## src/sv/otqd_pkg.sv

```systemverilog
`default_nettype none

package otqd_pkg;

    // Default sizes of the block
    localparam int FIFO_DEPTH_DEF = 16;
    localparam int LEVELS_DEF     = 8;
    localparam int DATA_WIDTH_DEF = 32;

    // Depth of the command queue between front and back
    localparam int CQ_DEPTH = 2;

    // Fixed field widths
    localparam int CMD_W     = 2;
    localparam int MSG_W     = 32;
    localparam int QLEN_W    = 5;
    localparam int TOTAL_W   = 32;
    localparam int LIMIT_W   = 16;
    localparam int FRAC_BITS = 8;
    localparam int CFG_W     = 16;
    localparam int CFG_IDX_W = 2;

    // Register reset values: base 150, decay 2.0 in 8.8
    localparam logic [LIMIT_W-1:0] BASE_RST  = 16'd150;
    localparam logic [LIMIT_W-1:0] DECAY_RST = 16'd512;

    // Configuration register indexes
    localparam logic [CFG_IDX_W-1:0] REG_ENABLED = 2'd0;
    localparam logic [CFG_IDX_W-1:0] REG_BASE    = 2'd1;
    localparam logic [CFG_IDX_W-1:0] REG_DECAY   = 2'd2;

    // Command codes
    typedef enum logic [CMD_W-1:0] {
        OP_ENQ   = 2'd0,
        OP_POLL  = 2'd1,
        OP_CLEAR = 2'd2
    } t_op;

    // Classified command travelling through the command queue
    typedef struct packed {
        t_op  op;
        logic expecting;
    } t_cmd_ctl;

endpackage

`default_nettype wire

```

## src/sv/otqd_front.sv

```systemverilog
`default_nettype none

module otqd_front #(
    parameter int LEVELS = otqd_pkg::LEVELS_DEF
) (
    input  wire logic                                       i_clk,
    input  wire logic                                       i_rst_n,
    input  wire logic                                       i_start,
    input  wire logic [otqd_pkg::CMD_W-1:0]                 i_cmd,
    input  wire logic [otqd_pkg::MSG_W-1:0]                 i_msg_data,
    input  wire logic                                       i_expecting_feedback,
    input  wire logic                                       i_cfg_we,
    input  wire logic [otqd_pkg::CFG_IDX_W-1:0]             i_cfg_idx,
    input  wire logic [otqd_pkg::CFG_W-1:0]                 i_cfg_wdata,
    input  wire logic                                       i_q_full,
    output logic                                            o_busy,
    output logic                                            o_push,
    output otqd_pkg::t_cmd_ctl                              o_push_ctl,
    output logic [otqd_pkg::MSG_W-1:0]                      o_push_data,
    output logic                                            o_enabled,
    output logic [LEVELS-1:0][otqd_pkg::LIMIT_W-1:0]        o_limit
);

    localparam int LW     = otqd_pkg::LIMIT_W;
    localparam int LVL_W  = (LEVELS > 1) ? $clog2(LEVELS) : 1;
    localparam int DVD_W  = otqd_pkg::LIMIT_W + otqd_pkg::FRAC_BITS;
    localparam int STEP_W = $clog2(DVD_W);

    typedef enum logic [1:0] {
        L_IDLE = 2'b01,
        L_DIV  = 2'b10
    } t_lstate;

    logic                          r_enabled;
    logic [LW-1:0]                 r_base;
    logic [LW-1:0]                 r_decay;
    logic                          r_go;
    logic                          n_go;
    t_lstate                       r_lst;
    t_lstate                       n_lst;
    logic [LVL_W-1:0]              r_lvl;
    logic [STEP_W-1:0]             r_step;
    logic [DVD_W-1:0]              r_dvd;
    logic [LW-1:0]                 r_rem;
    logic [DVD_W-1:0]              r_quo;
    logic [LEVELS-1:0][LW-1:0]     r_limit;

    logic                          accept;
    logic                          cmd_known;
    logic                          cfg_lim_wr;
    logic [LW:0]                   rem_shift;
    logic                          ge;
    logic [LW-1:0]                 n_rem;
    logic [DVD_W-1:0]              n_quo;
    logic [LW-1:0]                 lim_val;
    logic                          step_last;
    logic                          lvl_last;

    // Accept and classify items; unused codes are taken and dropped
    assign o_busy    = r_go || (r_lst == L_DIV) || i_q_full;
    assign accept    = i_start && !o_busy;
    assign cmd_known = (i_cmd == otqd_pkg::OP_ENQ) || (i_cmd == otqd_pkg::OP_POLL) ||
                       (i_cmd == otqd_pkg::OP_CLEAR);
    assign o_push              = accept && cmd_known;
    assign o_push_ctl.op        = otqd_pkg::t_op'(i_cmd);
    assign o_push_ctl.expecting = i_expecting_feedback;
    assign o_push_data          = i_msg_data;

    assign o_enabled = r_enabled;
    assign o_limit   = r_limit;

    // Restoring divider step: one quotient bit per cycle
    assign rem_shift = {r_rem, r_dvd[DVD_W-1]};
    assign ge        = rem_shift >= {1'b0, r_decay};
    assign n_rem     = ge ? LW'(rem_shift - {1'b0, r_decay}) : rem_shift[LW-1:0];
    assign n_quo     = {r_quo[DVD_W-2:0], ge};
    assign lim_val   = (|n_quo[DVD_W-1:LW]) ? {LW{1'b1}} : n_quo[LW-1:0];
    assign step_last = (r_step == STEP_W'(DVD_W - 1));
    assign lvl_last  = (r_lvl == LVL_W'(LEVELS - 1));

    assign cfg_lim_wr = i_cfg_we &&
                        ((i_cfg_idx == otqd_pkg::REG_BASE) || (i_cfg_idx == otqd_pkg::REG_DECAY));

    // Sequence the limit table: restart on any threshold write
    always_comb begin
        n_go  = r_go;
        n_lst = r_lst;
        if (r_go) begin
            n_go = 1'b0;
            if (LEVELS > 1) begin
                n_lst = L_DIV;
            end else begin
                n_lst = L_IDLE;
            end
        end else if ((r_lst == L_DIV) && step_last && lvl_last) begin
            n_lst = L_IDLE;
        end
        if (cfg_lim_wr) begin
            n_go = 1'b1;
        end
    end

    // Hold configuration and sequencer control
    always_ff @(posedge i_clk) begin
        if (!i_rst_n) begin
            r_enabled <= 1'b0;
            r_base    <= otqd_pkg::BASE_RST;
            r_decay   <= otqd_pkg::DECAY_RST;
            r_go      <= 1'b1;
            r_lst     <= L_IDLE;
        end else begin
            r_go  <= n_go;
            r_lst <= n_lst;
            if (i_cfg_we) begin
                case (i_cfg_idx)
                    otqd_pkg::REG_ENABLED: r_enabled <= i_cfg_wdata[0];
                    otqd_pkg::REG_BASE:    r_base    <= i_cfg_wdata;
                    otqd_pkg::REG_DECAY:   r_decay   <= i_cfg_wdata;
                    default: ;
                endcase
            end
        end
    end

    // Advance the divider and store each level limit
    always_ff @(posedge i_clk) begin
        if (r_go) begin
            r_limit[0] <= r_base;
            r_lvl      <= LVL_W'(1);
            r_step     <= '0;
            r_dvd      <= {r_base, {otqd_pkg::FRAC_BITS{1'b0}}};
            r_rem      <= '0;
            r_quo      <= '0;
        end else if (r_lst == L_DIV) begin
            r_dvd  <= r_dvd << 1;
            r_rem  <= n_rem;
            r_quo  <= n_quo;
            r_step <= r_step + STEP_W'(1);
            if (step_last) begin
                r_limit[r_lvl] <= lim_val;
                r_lvl          <= r_lvl + LVL_W'(1);
                r_step         <= '0;
                r_dvd          <= {lim_val, {otqd_pkg::FRAC_BITS{1'b0}}};
                r_rem          <= '0;
                r_quo          <= '0;
            end
        end
    end

    // Level 0 follows the base whenever the table is settled
    a_lim0_settled: assert property (@(posedge i_clk) disable iff (!i_rst_n)
        !o_busy |-> (r_limit[0] == r_base))
        else $error("level 0 limit differs from base while settled");

endmodule

`default_nettype wire

```

## src/sv/otqd_cmdq.sv

```systemverilog
`default_nettype none

module otqd_cmdq #(
    parameter int W     = 1,
    parameter int DEPTH = otqd_pkg::CQ_DEPTH
) (
    input  wire logic         i_clk,
    input  wire logic         i_rst_n,
    input  wire logic         i_push,
    input  wire logic [W-1:0] i_wdata,
    input  wire logic         i_pop,
    output logic [W-1:0]      o_rdata,
    output logic              o_valid,
    output logic              o_full
);

    localparam int PW = (DEPTH > 1) ? $clog2(DEPTH) : 1;
    localparam int CW = $clog2(DEPTH + 1);

    logic [W-1:0]  r_ent [DEPTH];
    logic [PW-1:0] r_wp;
    logic [PW-1:0] r_rp;
    logic [CW-1:0] r_cnt;
    logic [CW-1:0] n_cnt;

    function automatic logic [PW-1:0] ptr_inc(input logic [PW-1:0] p);
        return (p == PW'(DEPTH - 1)) ? '0 : p + PW'(1);
    endfunction

    assign o_rdata = r_ent[r_rp];
    assign o_valid = (r_cnt != '0);
    assign o_full  = (r_cnt == CW'(DEPTH));

    // Track fill level
    always_comb begin
        case ({i_push, i_pop})
            2'b10:   n_cnt = r_cnt + CW'(1);
            2'b01:   n_cnt = r_cnt - CW'(1);
            default: n_cnt = r_cnt;
        endcase
    end

    // Advance pointers
    always_ff @(posedge i_clk) begin
        if (!i_rst_n) begin
            r_wp  <= '0;
            r_rp  <= '0;
            r_cnt <= '0;
        end else begin
            r_cnt <= n_cnt;
            if (i_push) begin
                r_wp <= ptr_inc(r_wp);
            end
            if (i_pop) begin
                r_rp <= ptr_inc(r_rp);
            end
        end
    end

    // Hold queued items
    always_ff @(posedge i_clk) begin
        if (i_push) begin
            r_ent[r_wp] <= i_wdata;
        end
    end

    a_no_overrun: assert property (@(posedge i_clk) disable iff (!i_rst_n)
        i_push |-> !o_full)
        else $error("command queue written while full");

endmodule

`default_nettype wire

```

## src/sv/otqd_back.sv

```systemverilog
`default_nettype none

module otqd_back #(
    parameter int FIFO_DEPTH = otqd_pkg::FIFO_DEPTH_DEF,
    parameter int LEVELS     = otqd_pkg::LEVELS_DEF,
    parameter int DATA_WIDTH = otqd_pkg::DATA_WIDTH_DEF
) (
    input  wire logic                                   i_clk,
    input  wire logic                                   i_rst_n,
    input  wire logic                                   i_q_valid,
    input  wire otqd_pkg::t_cmd_ctl                     i_q_ctl,
    input  wire logic [otqd_pkg::MSG_W-1:0]             i_q_data,
    output logic                                        o_q_pop,
    input  wire logic                                   i_enabled,
    input  wire logic [LEVELS-1:0][otqd_pkg::LIMIT_W-1:0] i_limit,
    output logic                                        o_result_strobe,
    output logic                                        o_msg_valid,
    output logic [otqd_pkg::MSG_W-1:0]                  o_msg_out,
    output logic                                        o_head_dropped,
    output logic                                        o_gap,
    output logic                                        o_last,
    output logic [otqd_pkg::QLEN_W-1:0]                 o_queue_length,
    output logic [otqd_pkg::TOTAL_W-1:0]                o_drop_total,
    output logic [otqd_pkg::TOTAL_W-1:0]                o_gap_total,
    output logic [otqd_pkg::TOTAL_W-1:0]                o_dispatch_total
);

    localparam int PTR_W = $clog2(FIFO_DEPTH);
    localparam int CNT_W = $clog2(FIFO_DEPTH + 1);
    localparam int AW    = otqd_pkg::LIMIT_W;
    localparam int TW    = otqd_pkg::TOTAL_W;
    localparam int MW    = otqd_pkg::MSG_W;

    typedef enum logic [2:0] {
        S_IDLE  = 3'b001,
        S_CHECK = 3'b010,
        S_DRAIN = 3'b100
    } t_bstate;

    // Message store
    logic [DATA_WIDTH-1:0]     mem [FIFO_DEPTH];
    logic [DATA_WIDTH-1:0]     r_rd_data;
    logic                      wr_en;
    logic                      rd_en;
    logic [PTR_W-1:0]          rd_addr;

    // Control state
    t_bstate                   r_state,  n_state;
    logic [PTR_W-1:0]          r_head,   n_head;
    logic [PTR_W-1:0]          r_tail,   n_tail;
    logic [CNT_W-1:0]          r_occ,    n_occ;
    logic [LEVELS-1:0][AW-1:0] r_age,    n_age;
    logic [TW-1:0]             r_drops,  n_drops;
    logic [TW-1:0]             r_gaps,   n_gaps;
    logic [TW-1:0]             r_disp,   n_disp;
    logic                      r_pend,   n_pend;
    logic                      r_o_stb,  n_o_stb;

    // Per-poll payload
    logic                      r_disc,      n_disc;
    logic                      r_exp,       n_exp;
    logic                      r_all,       n_all;
    logic [CNT_W-1:0]          r_pend_len,  n_pend_len;
    logic                      r_pend_last, n_pend_last;
    logic                      r_pend_drop, n_pend_drop;
    logic                      r_o_valid,   n_o_valid;
    logic [MW-1:0]             r_o_data,    n_o_data;
    logic                      r_o_drop,    n_o_drop;
    logic                      r_o_gap,     n_o_gap;
    logic                      r_o_last,    n_o_last;
    logic [CNT_W-1:0]          r_o_len,     n_o_len;

    logic [LEVELS-1:0][AW-1:0] age_upd;
    logic                      disc_any;
    logic [PTR_W-1:0]          h1;
    logic [CNT_W-1:0]          o1;

    function automatic logic [PTR_W-1:0] ptr_inc(input logic [PTR_W-1:0] p);
        return (p == PTR_W'(FIFO_DEPTH - 1)) ? '0 : p + PTR_W'(1);
    endfunction

    function automatic logic [TW-1:0] sat_add(input logic [TW-1:0] a, input logic [TW-1:0] b);
        logic [TW:0] s;
        s = {1'b0, a} + {1'b0, b};
        return s[TW] ? {TW{1'b1}} : s[TW-1:0];
    endfunction

    // Age each backlog level and look for a level over its limit
    always_comb begin
        disc_any = 1'b0;
        for (int i = 0; i < LEVELS; i++) begin
            if ((i + 2) < int'(r_occ)) begin
                age_upd[i] = (r_age[i] == {AW{1'b1}}) ? r_age[i] : r_age[i] + AW'(1);
            end else begin
                age_upd[i] = '0;
            end
            if (age_upd[i] > i_limit[i]) begin
                disc_any = 1'b1;
            end
        end
    end

    // Head after an optional discard, as seen in the check step
    assign h1 = r_disc ? ptr_inc(r_head) : r_head;
    assign o1 = r_occ - CNT_W'(r_disc);

    // Execute commands and emit results
    always_comb begin
        n_state     = r_state;
        n_head      = r_head;
        n_tail      = r_tail;
        n_occ       = r_occ;
        n_age       = r_age;
        n_drops     = r_drops;
        n_gaps      = r_gaps;
        n_disp      = r_disp;
        n_pend      = r_pend;
        n_o_stb     = 1'b0;
        n_disc      = r_disc;
        n_exp       = r_exp;
        n_all       = r_all;
        n_pend_len  = r_pend_len;
        n_pend_last = r_pend_last;
        n_pend_drop = r_pend_drop;
        n_o_valid   = r_o_valid;
        n_o_data    = r_o_data;
        n_o_drop    = r_o_drop;
        n_o_gap     = r_o_gap;
        n_o_last    = r_o_last;
        n_o_len     = r_o_len;
        o_q_pop     = 1'b0;
        wr_en       = 1'b0;
        rd_en       = 1'b0;
        rd_addr     = r_head;

        case (r_state)
            S_IDLE: begin
                if (i_q_valid) begin
                    o_q_pop = 1'b1;
                    case (i_q_ctl.op)
                        otqd_pkg::OP_ENQ: begin
                            if (r_occ == CNT_W'(FIFO_DEPTH)) begin
                                n_drops = sat_add(r_drops, TW'(1));
                            end else begin
                                wr_en  = 1'b1;
                                n_tail = ptr_inc(r_tail);
                                n_occ  = r_occ + CNT_W'(1);
                            end
                        end
                        otqd_pkg::OP_CLEAR: begin
                            n_drops = '0;
                            n_gaps  = '0;
                        end
                        otqd_pkg::OP_POLL: begin
                            n_exp = i_q_ctl.expecting;
                            if (!i_enabled) begin
                                if (r_occ == '0) begin
                                    // Report an empty poll straight away
                                    n_o_stb   = 1'b1;
                                    n_o_valid = 1'b0;
                                    n_o_data  = '0;
                                    n_o_drop  = 1'b0;
                                    n_o_gap   = 1'b1;
                                    n_o_last  = 1'b1;
                                    n_o_len   = '0;
                                    if (i_q_ctl.expecting) begin
                                        n_gaps = sat_add(r_gaps, TW'(1));
                                    end
                                end else begin
                                    // Drain: all but the last entry count as drops
                                    n_drops = sat_add(r_drops, TW'(r_occ - CNT_W'(1)));
                                    n_all   = 1'b1;
                                    n_pend  = 1'b0;
                                    n_state = S_DRAIN;
                                end
                            end else begin
                                n_disc = disc_any;
                                if (disc_any) begin
                                    n_drops = sat_add(r_drops, TW'(1));
                                    n_age   = '0;
                                end else begin
                                    n_age   = age_upd;
                                end
                                n_state = S_CHECK;
                            end
                        end
                        default: ;
                    endcase
                end
            end

            S_CHECK: begin
                n_head = h1;
                n_occ  = o1;
                if (o1 == '0) begin
                    n_o_stb   = 1'b1;
                    n_o_valid = 1'b0;
                    n_o_data  = '0;
                    n_o_drop  = r_disc;
                    n_o_gap   = 1'b1;
                    n_o_last  = 1'b1;
                    n_o_len   = '0;
                    if (r_exp) begin
                        n_gaps = sat_add(r_gaps, TW'(1));
                    end
                    n_state = S_IDLE;
                end else begin
                    // Read the new head and hand it to the emit step
                    rd_en       = 1'b1;
                    rd_addr     = h1;
                    n_head      = ptr_inc(h1);
                    n_occ       = o1 - CNT_W'(1);
                    n_pend      = 1'b1;
                    n_pend_len  = o1 - CNT_W'(1);
                    n_pend_last = 1'b1;
                    n_pend_drop = r_disc;
                    n_all       = 1'b0;
                    n_state     = S_DRAIN;
                end
            end

            S_DRAIN: begin
                // Emit the entry read last cycle
                if (r_pend) begin
                    n_o_stb   = 1'b1;
                    n_o_valid = 1'b1;
                    n_o_data  = MW'(r_rd_data);
                    n_o_drop  = r_pend_drop;
                    n_o_gap   = 1'b0;
                    n_o_last  = r_pend_last;
                    n_o_len   = r_pend_len;
                    n_disp    = sat_add(r_disp, TW'(1));
                end
                // Read the next entry in the same cycle
                if (r_all && (r_occ != '0)) begin
                    rd_en       = 1'b1;
                    rd_addr     = r_head;
                    n_head      = ptr_inc(r_head);
                    n_occ       = r_occ - CNT_W'(1);
                    n_pend      = 1'b1;
                    n_pend_len  = r_occ - CNT_W'(1);
                    n_pend_last = (r_occ == CNT_W'(1));
                    n_pend_drop = 1'b0;
                end else begin
                    n_pend  = 1'b0;
                    n_state = S_IDLE;
                end
            end

            default: begin
                n_state = S_IDLE;
            end
        endcase
    end

    // Hold control state
    always_ff @(posedge i_clk) begin
        if (!i_rst_n) begin
            r_state <= S_IDLE;
            r_head  <= '0;
            r_tail  <= '0;
            r_occ   <= '0;
            r_age   <= '0;
            r_drops <= '0;
            r_gaps  <= '0;
            r_disp  <= '0;
            r_pend  <= 1'b0;
            r_o_stb <= 1'b0;
        end else begin
            r_state <= n_state;
            r_head  <= n_head;
            r_tail  <= n_tail;
            r_occ   <= n_occ;
            r_age   <= n_age;
            r_drops <= n_drops;
            r_gaps  <= n_gaps;
            r_disp  <= n_disp;
            r_pend  <= n_pend;
            r_o_stb <= n_o_stb;
        end
    end

    // Hold poll payload and the result register
    always_ff @(posedge i_clk) begin
        r_disc      <= n_disc;
        r_exp       <= n_exp;
        r_all       <= n_all;
        r_pend_len  <= n_pend_len;
        r_pend_last <= n_pend_last;
        r_pend_drop <= n_pend_drop;
        r_o_valid   <= n_o_valid;
        r_o_data    <= n_o_data;
        r_o_drop    <= n_o_drop;
        r_o_gap     <= n_o_gap;
        r_o_last    <= n_o_last;
        r_o_len     <= n_o_len;
    end

    // Message store: one write port, one registered read port
    always_ff @(posedge i_clk) begin
        if (wr_en) begin
            mem[r_tail] <= DATA_WIDTH'(i_q_data);
        end
        if (rd_en) begin
            r_rd_data <= mem[rd_addr];
        end
    end

    assign o_result_strobe  = r_o_stb;
    assign o_msg_valid      = r_o_valid;
    assign o_msg_out        = r_o_data;
    assign o_head_dropped   = r_o_drop;
    assign o_gap            = r_o_gap;
    assign o_last           = r_o_last;
    assign o_queue_length   = otqd_pkg::QLEN_W'(r_o_len);
    assign o_drop_total     = r_drops;
    assign o_gap_total      = r_gaps;
    assign o_dispatch_total = r_disp;

    a_occ_bound: assert property (@(posedge i_clk) disable iff (!i_rst_n)
        r_occ <= CNT_W'(FIFO_DEPTH))
        else $error("occupancy beyond store depth");

    a_more_in_drain: assert property (@(posedge i_clk) disable iff (!i_rst_n)
        (r_o_stb && !r_o_last) |-> (r_state == S_DRAIN))
        else $error("non-final result outside a drain");

    a_gap_empty: assert property (@(posedge i_clk) disable iff (!i_rst_n)
        (r_o_stb && r_o_gap) |-> (!r_o_valid && r_o_last && (r_o_len == '0)))
        else $error("gap result carries a message or a backlog");

endmodule

`default_nettype wire

```

## src/sv/occupancy_threshold_queue_dropper_core.sv

```systemverilog
`default_nettype none

// Channel     Ports                                          Handshake
// ---------   --------------------------------------------   -------------------------------
// command     i_cmd, i_msg_data, i_expecting_feedback         taken when start && !busy
// result      o_msg_valid .. o_dispatch_total                 one cycle, o_result_strobe high
// config      i_cfg_idx, i_cfg_wdata                          written when i_cfg_we is high
//
// Enqueue and clear are done in the back-end idle state; an enabled poll passes dequeue and
// age check, head read (skipped when the backlog empties) and the result register after it
// leaves the command queue. A disabled poll drains one entry per cycle after a set-up step.
// A two-entry command queue parts the front from the back; busy rises when it is full.
// After reset and after a write to base_threshold or decay_q8 the level limits are rebuilt by
// a bit-serial divider, with busy high until it is done. The receiver cannot stall.

module occupancy_threshold_queue_dropper_core #(
    parameter int FIFO_DEPTH = otqd_pkg::FIFO_DEPTH_DEF,
    parameter int LEVELS     = otqd_pkg::LEVELS_DEF,
    parameter int DATA_WIDTH = otqd_pkg::DATA_WIDTH_DEF
) (
    input  wire logic                               i_clk,
    input  wire logic                               i_rst_n,
    input  wire logic                               start,
    output logic                                    busy,
    input  wire logic [otqd_pkg::CMD_W-1:0]         i_cmd,
    input  wire logic [otqd_pkg::MSG_W-1:0]         i_msg_data,
    input  wire logic                               i_expecting_feedback,
    input  wire logic                               i_cfg_we,
    input  wire logic [otqd_pkg::CFG_IDX_W-1:0]     i_cfg_idx,
    input  wire logic [otqd_pkg::CFG_W-1:0]         i_cfg_wdata,
    output logic                                    o_result_strobe,
    output logic                                    o_msg_valid,
    output logic [otqd_pkg::MSG_W-1:0]              o_msg_out,
    output logic                                    o_head_dropped,
    output logic                                    o_gap,
    output logic                                    o_last,
    output logic [otqd_pkg::QLEN_W-1:0]             o_queue_length,
    output logic [otqd_pkg::TOTAL_W-1:0]            o_drop_total,
    output logic [otqd_pkg::TOTAL_W-1:0]            o_gap_total,
    output logic [otqd_pkg::TOTAL_W-1:0]            o_dispatch_total
);

    localparam int MW = otqd_pkg::MSG_W;
    localparam int QW = $bits(otqd_pkg::t_cmd_ctl) + MW;

    logic                                       q_full;
    logic                                       push;
    otqd_pkg::t_cmd_ctl                         push_ctl;
    logic [MW-1:0]                              push_data;
    logic [QW-1:0]                              q_wdata;
    logic [QW-1:0]                              q_rdata;
    logic                                       q_valid;
    logic                                       q_pop;
    otqd_pkg::t_cmd_ctl                         q_ctl;
    logic                                       enabled;
    logic [LEVELS-1:0][otqd_pkg::LIMIT_W-1:0]   limit;

    otqd_front #(
        .LEVELS (LEVELS)
    ) u_front (
        .i_clk                (i_clk),
        .i_rst_n              (i_rst_n),
        .i_start              (start),
        .i_cmd                (i_cmd),
        .i_msg_data           (i_msg_data),
        .i_expecting_feedback (i_expecting_feedback),
        .i_cfg_we             (i_cfg_we),
        .i_cfg_idx            (i_cfg_idx),
        .i_cfg_wdata          (i_cfg_wdata),
        .i_q_full             (q_full),
        .o_busy               (busy),
        .o_push               (push),
        .o_push_ctl           (push_ctl),
        .o_push_data          (push_data),
        .o_enabled            (enabled),
        .o_limit              (limit)
    );

    // Pack classified commands for the queue
    assign q_wdata = {push_ctl, push_data};
    assign q_ctl   = otqd_pkg::t_cmd_ctl'(q_rdata[QW-1:MW]);

    otqd_cmdq #(
        .W     (QW),
        .DEPTH (otqd_pkg::CQ_DEPTH)
    ) u_cmdq (
        .i_clk   (i_clk),
        .i_rst_n (i_rst_n),
        .i_push  (push),
        .i_wdata (q_wdata),
        .i_pop   (q_pop),
        .o_rdata (q_rdata),
        .o_valid (q_valid),
        .o_full  (q_full)
    );

    otqd_back #(
        .FIFO_DEPTH (FIFO_DEPTH),
        .LEVELS     (LEVELS),
        .DATA_WIDTH (DATA_WIDTH)
    ) u_back (
        .i_clk            (i_clk),
        .i_rst_n          (i_rst_n),
        .i_q_valid        (q_valid),
        .i_q_ctl          (q_ctl),
        .i_q_data         (q_rdata[MW-1:0]),
        .o_q_pop          (q_pop),
        .i_enabled        (enabled),
        .i_limit          (limit),
        .o_result_strobe  (o_result_strobe),
        .o_msg_valid      (o_msg_valid),
        .o_msg_out        (o_msg_out),
        .o_head_dropped   (o_head_dropped),
        .o_gap            (o_gap),
        .o_last           (o_last),
        .o_queue_length   (o_queue_length),
        .o_drop_total     (o_drop_total),
        .o_gap_total      (o_gap_total),
        .o_dispatch_total (o_dispatch_total)
    );

endmodule

`default_nettype wire

```

## config.mk

```make
export PLATFORM = sky130hd
export DESIGN_NAME = occupancy_threshold_queue_dropper_core
export DESIGN_NICKNAME = d
export VERILOG_FILES = /design/src/sv/otqd_pkg.sv /design/src/sv/otqd_front.sv /design/src/sv/otqd_cmdq.sv /design/src/sv/otqd_back.sv /design/src/sv/occupancy_threshold_queue_dropper_core.sv
export SDC_FILE = /design/constraint.sdc
export NUM_CORES = 2
export LEC_CHECK = 0
export CAP_MARGIN = 20
export CORE_ASPECT_RATIO = 1.2
export CORE_MARGIN = 1
export CORE_UTILIZATION = 70
export CTS_BUF_LIST = sky130_fd_sc_hd__clkbuf_2
export CTS_CLUSTER_DIAMETER = 120
export DETAILED_ROUTE_END_ITERATION = 8
export DONT_BUFFER_PORTS = 1
export PLACE_DENSITY = 0.86
export REMOVE_ABC_BUFFERS = 1
export SLEW_MARGIN = 20
export SYNTH_ARGS = -nofsm -noshare
export SYNTH_HDL_FRONTEND = slang
export SYNTH_HIERARCHICAL = 1
export SYNTH_SLANG_ARGS = --single-unit
export TNS_END_PERCENT = 1
```

## constraint.sdc

```tcl
create_clock -name i_clk -period 26 [get_ports i_clk]
set_input_delay 0 -clock i_clk [delete_from_list [all_inputs] [get_ports i_clk]]
set_output_delay 0 -clock i_clk [all_outputs]
set_load 0.01 [all_outputs]
```

# Word-level counts from Yosys, hierarchy flattened
# Memories as Yosys holds them, arrays and structs flattened. A register that Yosys moved wholly into a read port is not among the register bits.
# Index checks and enable logic that the tools add are counted.
# totals
regBits	532
ramBits	582
input_bits	57
output_inout_bits	139
word_cells	356
mem_count	2
# classes
n_addsub	27
order_cmp	19
eq_ne	49
n_mux	158
bitwise_logic	2
reduce_logical	48
# mem_list
name	words	width	read_ports	rd_ports_with_merged_regs	write_ports	line_no	text
u_back.mem	16	32	1	1	1	otqd_back.sv:41	logic [DATA_WIDTH-1:0] mem [FIFO_DEPTH];
u_cmdq.r_ent	2	35	1	1	1	otqd_cmdq.sv:20	logic [W-1:0] r_ent [DEPTH];
# ops
cell	count
32-bit 2-to-1 mux	20
16-bit 2-to-1 mux	23
32-bit one-hot mux with 3 select lines	2
16-bit by 1-bit adder with 16-bit output (second input constant)	8
128-bit bitwise mux	1
16-bit equality test (second input constant)	8
16-bit greater-than comparator	8
128-bit 2-to-1 mux	1
32-bit one-hot mux with 2 select lines	2
32-bit by 1-bit adder with 33-bit output (second input constant)	3
24-bit 2-to-1 mux	3
5-bit 2-to-1 mux	13
1-bit 2-to-1 mux	59
16-bit demux with 3-bit select	1
32-bit by 32-bit adder with 33-bit output	1
4-bit 2-to-1 mux	8
5-bit one-hot mux with 3 select lines	2
23-bit 2-to-1 mux	1
3-bit by 5-bit less-than comparator with 1-bit output (first input constant)	4
3-bit 2-to-1 mux	6
1-bit one-hot mux with 3 select lines	6
6-bit AND reduction	3
17-bit by 16-bit >= comparator with 1-bit output	1
2-bit != test (second input constant)	8
other kinds (47)	111

# Logic depth before layout (Yosys ltp)
# logic_depth
ltp_word	15
depth_mapped	20
ltp_nobuf	19

# By module
# Netlist, hierarchy kept.
# modules_own_cells
mod	n_inst	cells_per_inst	area_per_inst_um2	seq_area_each_um2
otqd_back	1	3973	42758.5	22711.8
otqd_front	1	789	9248.9	5985.7
otqd_cmdq	1	131	2735.1	2202.1

# Worst setup path after synthesis
# OpenSTA, ideal clock, no wires.
# synth_path
kind	reg2reg
startpoint	register (tool-made name)
endpoint	register u_back.r_o_stb, in the netlist u_back/o_result_strobe
setup_time_ns	0.090
arrival_ns	8.936
t_required_ns	25.910
slack_ns	16.975
stages_incl_launch_ff	12
n_path_buf	3
synth_period_minus_slack_ns	9.025
cell_sequence	dfxtp_1 -> buf_2 -> buf_2 -> mux2_2 -> inv_1 -> ha_1 -> clkbuf_1 -> nand2_1 -> inv_1 -> nor3_1 -> a2111oi_0 -> o211a_1
# synth_lines
element	line_no	text
end signal: assignment	otqd_back.sv:279	r_o_stb <= n_o_stb;
end: declaration	otqd_back.sv:57	logic r_o_stb, n_o_stb;

# Final worst setup path
# layout_path
startpoint	register u_back.r_occ[0]
endpoint	register u_back.r_rd_data[7] (read register of u_back.mem) (data pin)
# layout_between
elab_chain_cells	4
word_cells_on_any_way	9
cone_classes	add/sub (1); mux (5); reduce/logical (3)
# layout_rtl
element	line_no	text
start: declaration	otqd_back.sv:51	logic [CNT_W-1:0] r_occ, n_occ;
start signal: assignment	otqd_back.sv:273	r_occ <= n_occ;
5-bit by 1-bit subtractor with 5-bit output / 5-bit nonzero test (equally long branches)	otqd_back.sv:105, otqd_back.sv:235	
5-bit logical NOT / 1-bit logical AND (equally long branches)	otqd_back.sv:195, otqd_back.sv:235	
1-bit 2-to-1 mux, or another cell as far along	otqd_back.sv:195	if (o1 == '0) begin
1-bit one-hot mux with 2 select lines / 4-bit 2-to-1 mux (equally long branches)	-	
end: declaration	otqd_back.sv:42	logic [DATA_WIDTH-1:0] r_rd_data;
# Several ways; a longest one is shown, not always the timed one.
# A chain may end at the register's enable or synchronous reset.

==> results.yml <==
outcome:
  outcome: "finished, final reports clean"
hold_path:
  hold_path_class: "in2reg"
cts:
  clock-sinks: 1139
  clkLatencyLatePin_ns: 1.62
  cts_buffers: 286
  clk_pin_slew_ns: 0.14
  cts-root-buf: "clkbuf_2"
  htreeDepth: 5
  cts_resized: 0
  cts.path.max_buffers: 4
  cts_tree: "done"
yosys:
  async_flop_share_pct: 0
  synth_top_cell_area_share_pct: 44.4
  synth_area_per_cell_um2: 11.2
  syn_inst: 4893
  yosys_warnings: 6
  synth_area_leaders: "edfxtp_1 (44%), dfxtp_1 (12%), ha_1 (4.8%)"
  ys_ff_latch: 1139
  ys_types: 112
  yosysSeqAreaShare_pct: 56.4
  yosys_most_used_dff: "edfxtp_1"
  yosys.area.top_type: "edfxtp_1"
  synth_area_um2: 54700
  synth-edff-count: 809
global_routing:
  grt_pass1_vias: 43091
  antenna_found_initial: 7
  overflow: 0
  grt_pass1_wl_um: 242000
  grt_max_degree: 166
  track_usage_pct: 40.0
worst_setup_path:
  endpoint_kind: "flip-flop"
  slowest_stage: "buf_4"
  worstPathRequired_ns: 27.24
  path_max_fanout: 165
  arrival_ns: 7.11
  cp_common_cell: "ha_1"
  slowest_delay_ns: 0.93
  crit_type: "reg2reg"
  crit_chain: "inv_1 > ha_1 > ha_1 > ha_1 > a31oi_4 > mux2i_4 > buf_4 > buf_12 > buf_4 > mux2_2 > o211ai_1 > nand4_1"
  start_kind: "flip-flop"
power_and_ir_drop:
  power.leakage_nw: 22.7
  peakVddDrop_mv: 0.0658
  power_density_nw_per_um2: 73.1
sta:
  setup_viol: 0
  hold_viol: 0
  setup_tns_ns: 0
  max_freq_mhz: 170
  worst_hold_slack_ns: 0.164
  relSlewSlack_pct: 23.4
  worst_pin_slew_ns: 1.14
  post-route-period-util_pct: 22.6
  period_needed_ns: 5.87
  drv_slew: 0
  rsz0062_at_grt: "false"
  fin_skew_ns: 0.226
floorplanning:
  core.rowCount: 111
  initial_utilization_pct: 71.1
  io_pins: 196
  coreArea_um2: 76900
  die_y_um: 308
  die-area_um2: 79300
  die_w_um: 257
cells_and_area:
  layout-drive-gt1-share_pct: 14.1
  layout.nets: 5473
  layout_common_cells: "edfxtp_1 (809), nand2_1 (502), clkbuf_2 (389), nor2_1 (367), dfxtp_1 (329)"
  area_delta_synth_final_pct: 10.1
  layout_commonest_cell: "edfxtp_1"
placement:
  gp_congestion: 0.910
  dp_hpwl_um: 86000
  numPortBuffers: 0
route:
  vias: 43536
  dr.first_iter.drc_count: 5534
  drt-total-wl_um: 161000
  drtPass1Iterations: 9
  drt-vias-per-instance: 6.79
  final_antenna_net_count: 0
  post-route-drc-count: 0
  wl_per_cell_um: 25.1
job:
  maxCapViolCount: 0
==> final cells by class <==
| type | count | area [um^2] |
|---|---|---|
| diodes | 9 | 22.5 |
| clock buffers | 389 | 1950 |
| clock inverters | 83 | 412 |
| fillers | 4432 | 16700 |
| inverters | 215 | 812 |
| multi-input cells | 3260 | 22000 |
| flip-flops and latches | 1139 | 30900 |
| well taps | 1017 | 1270 |
| repair buffers | 301 | 2890 |
==> Yosys cell counts (19+ instances only) <==
cell,instances
nor3_1,78
or3_1,27
nand2_1,504
mux2i_1,145
a22oi_1,74
xor2_1,97
nand4_1,110
buf_2,50
and2_1,58
and3_1,45
clkbuf_1,170
o21ai_0,152
ha_1,211
xnor2_1,68
o31ai_1,19
buf_4,41
and4_1,23
o211ai_1,168
a21oi_1,274
a21boi_0,33
mux2_2,158
a22o_1,25
nand2b_1,33
inv_1,211
a31oi_1,65
a211oi_1,28
edfxtp_1,809
nand3_1,178
a21o_1,20
dfxtp_1,330
nor2_1,383
nor2b_1,20
==> logic make-up (layout without fill, tap and decap cells) <==
| family | after synthesis | in the layout | synth area share (%) |
|---|---|---|---|
| flops | 1139 | 1139 | 56.4 |
| xor+xnor | 166 | 166 | 2.67 |
| simple gates | 1539 | 1539 | 13.4 |
| mux | 310 | 310 | 6.05 |
| fa+ha+maj | 213 | 213 | 4.90 |
| compound gates | 1032 | 1032 | 12.7 |
| other cells | 0 | 9 | 0 |
| buf+inv | 494 | 988 | 3.87 |
==> power by group <==
| group | switching, mW | internal [mW] |
|---|---|---|
| sequential | 0.0737 | 2.05 |
| combinational | 0.700 | 0.372 |
| clock | 0.776 | 0.432 |
==> path summary, 6_finish.rpt <==
check | from | endpoint | slack, ns | depth (start not counted)
worst max-delay path | u_back/r_occ[0] | u_back/r_rd_data[7] | 20.13 | 12
worst min register to register | u_back/r_pend_len[2] | u_back/o_queue_length[2] | 0.47 | 1
worst min-delay path | i_msg_data[1] | u_cmdq/r_ent[1][1] | 0.16 | 3
worst max register to register | u_back/r_occ[0] | u_back/r_rd_data[7] | 20.13 | 12
==> per-layer routing <==
| layer | track usage [%] | vias up | wire, um |
|---|---|---|---|
| met1 | 45.3 | 20479 | 53700 |
| met3 | 11.2 | 866 | 19000 |
| met4 | 27.8 | 4 | 11200 |
| li1 | - | 18900 | - |
| met2 | 65.7 | 3287 | 77300 |
| met5 | 0 | - | 33 |
==> flip-flops by register name, summed over array words and instances, names as in the netlist, 23 cells and up, named ones only <==
name	cells
u_back/r_rd_data	32
u_back/o_msg_out	32
u_front/o_limit	128
u_front/r_quo	23
u_back/o_drop_total	32
u_cmdq/r_ent	70
u_back/mem	512
u_back/r_age	128
u_back/o_dispatch_total	32
u_back/o_gap_total	32
==> stage by stage <==
| step | instance area, um^2 | setup slack, ns | util (%) | power, mW | instances |
|---|---|---|---|---|---|
| after global routing | 60200 | 19.73 | 78.3 | 4.57 | 6407 |
| final | 60200 | 20.13 | 78.3 | 4.40 | 6413 |
| after global placement | 55500 | 20.52 | 72.1 | 3.13 | 5698 |
| after detailed placement | 55500 | 20.34 | 72.1 | 3.15 | 5698 |
| after CTS | 60200 | 20.29 | 78.3 | 4.31 | 6404 |
| after floorplan | 53400 | 6.04 | - | 2.85 | 4614 |
==> what timing repair did <==
item,4_1_cts,5_1_grt
hold buffers,234,0
endpoints found under the hold margin,423,0
setup buffers,0,0
==> worst max-delay path: cells and delay by family, from the launching register on <==
family | cells | cell delay, ns
compound gates | 2 | 0.72
buf+inv | 4 | 2.38
simple gates | 1 | 0.18
fa+ha+maj | 3 | 0.86
flops | 1 | 0.62
mux | 2 | 0.74
(Power assumes the default switching activity.)
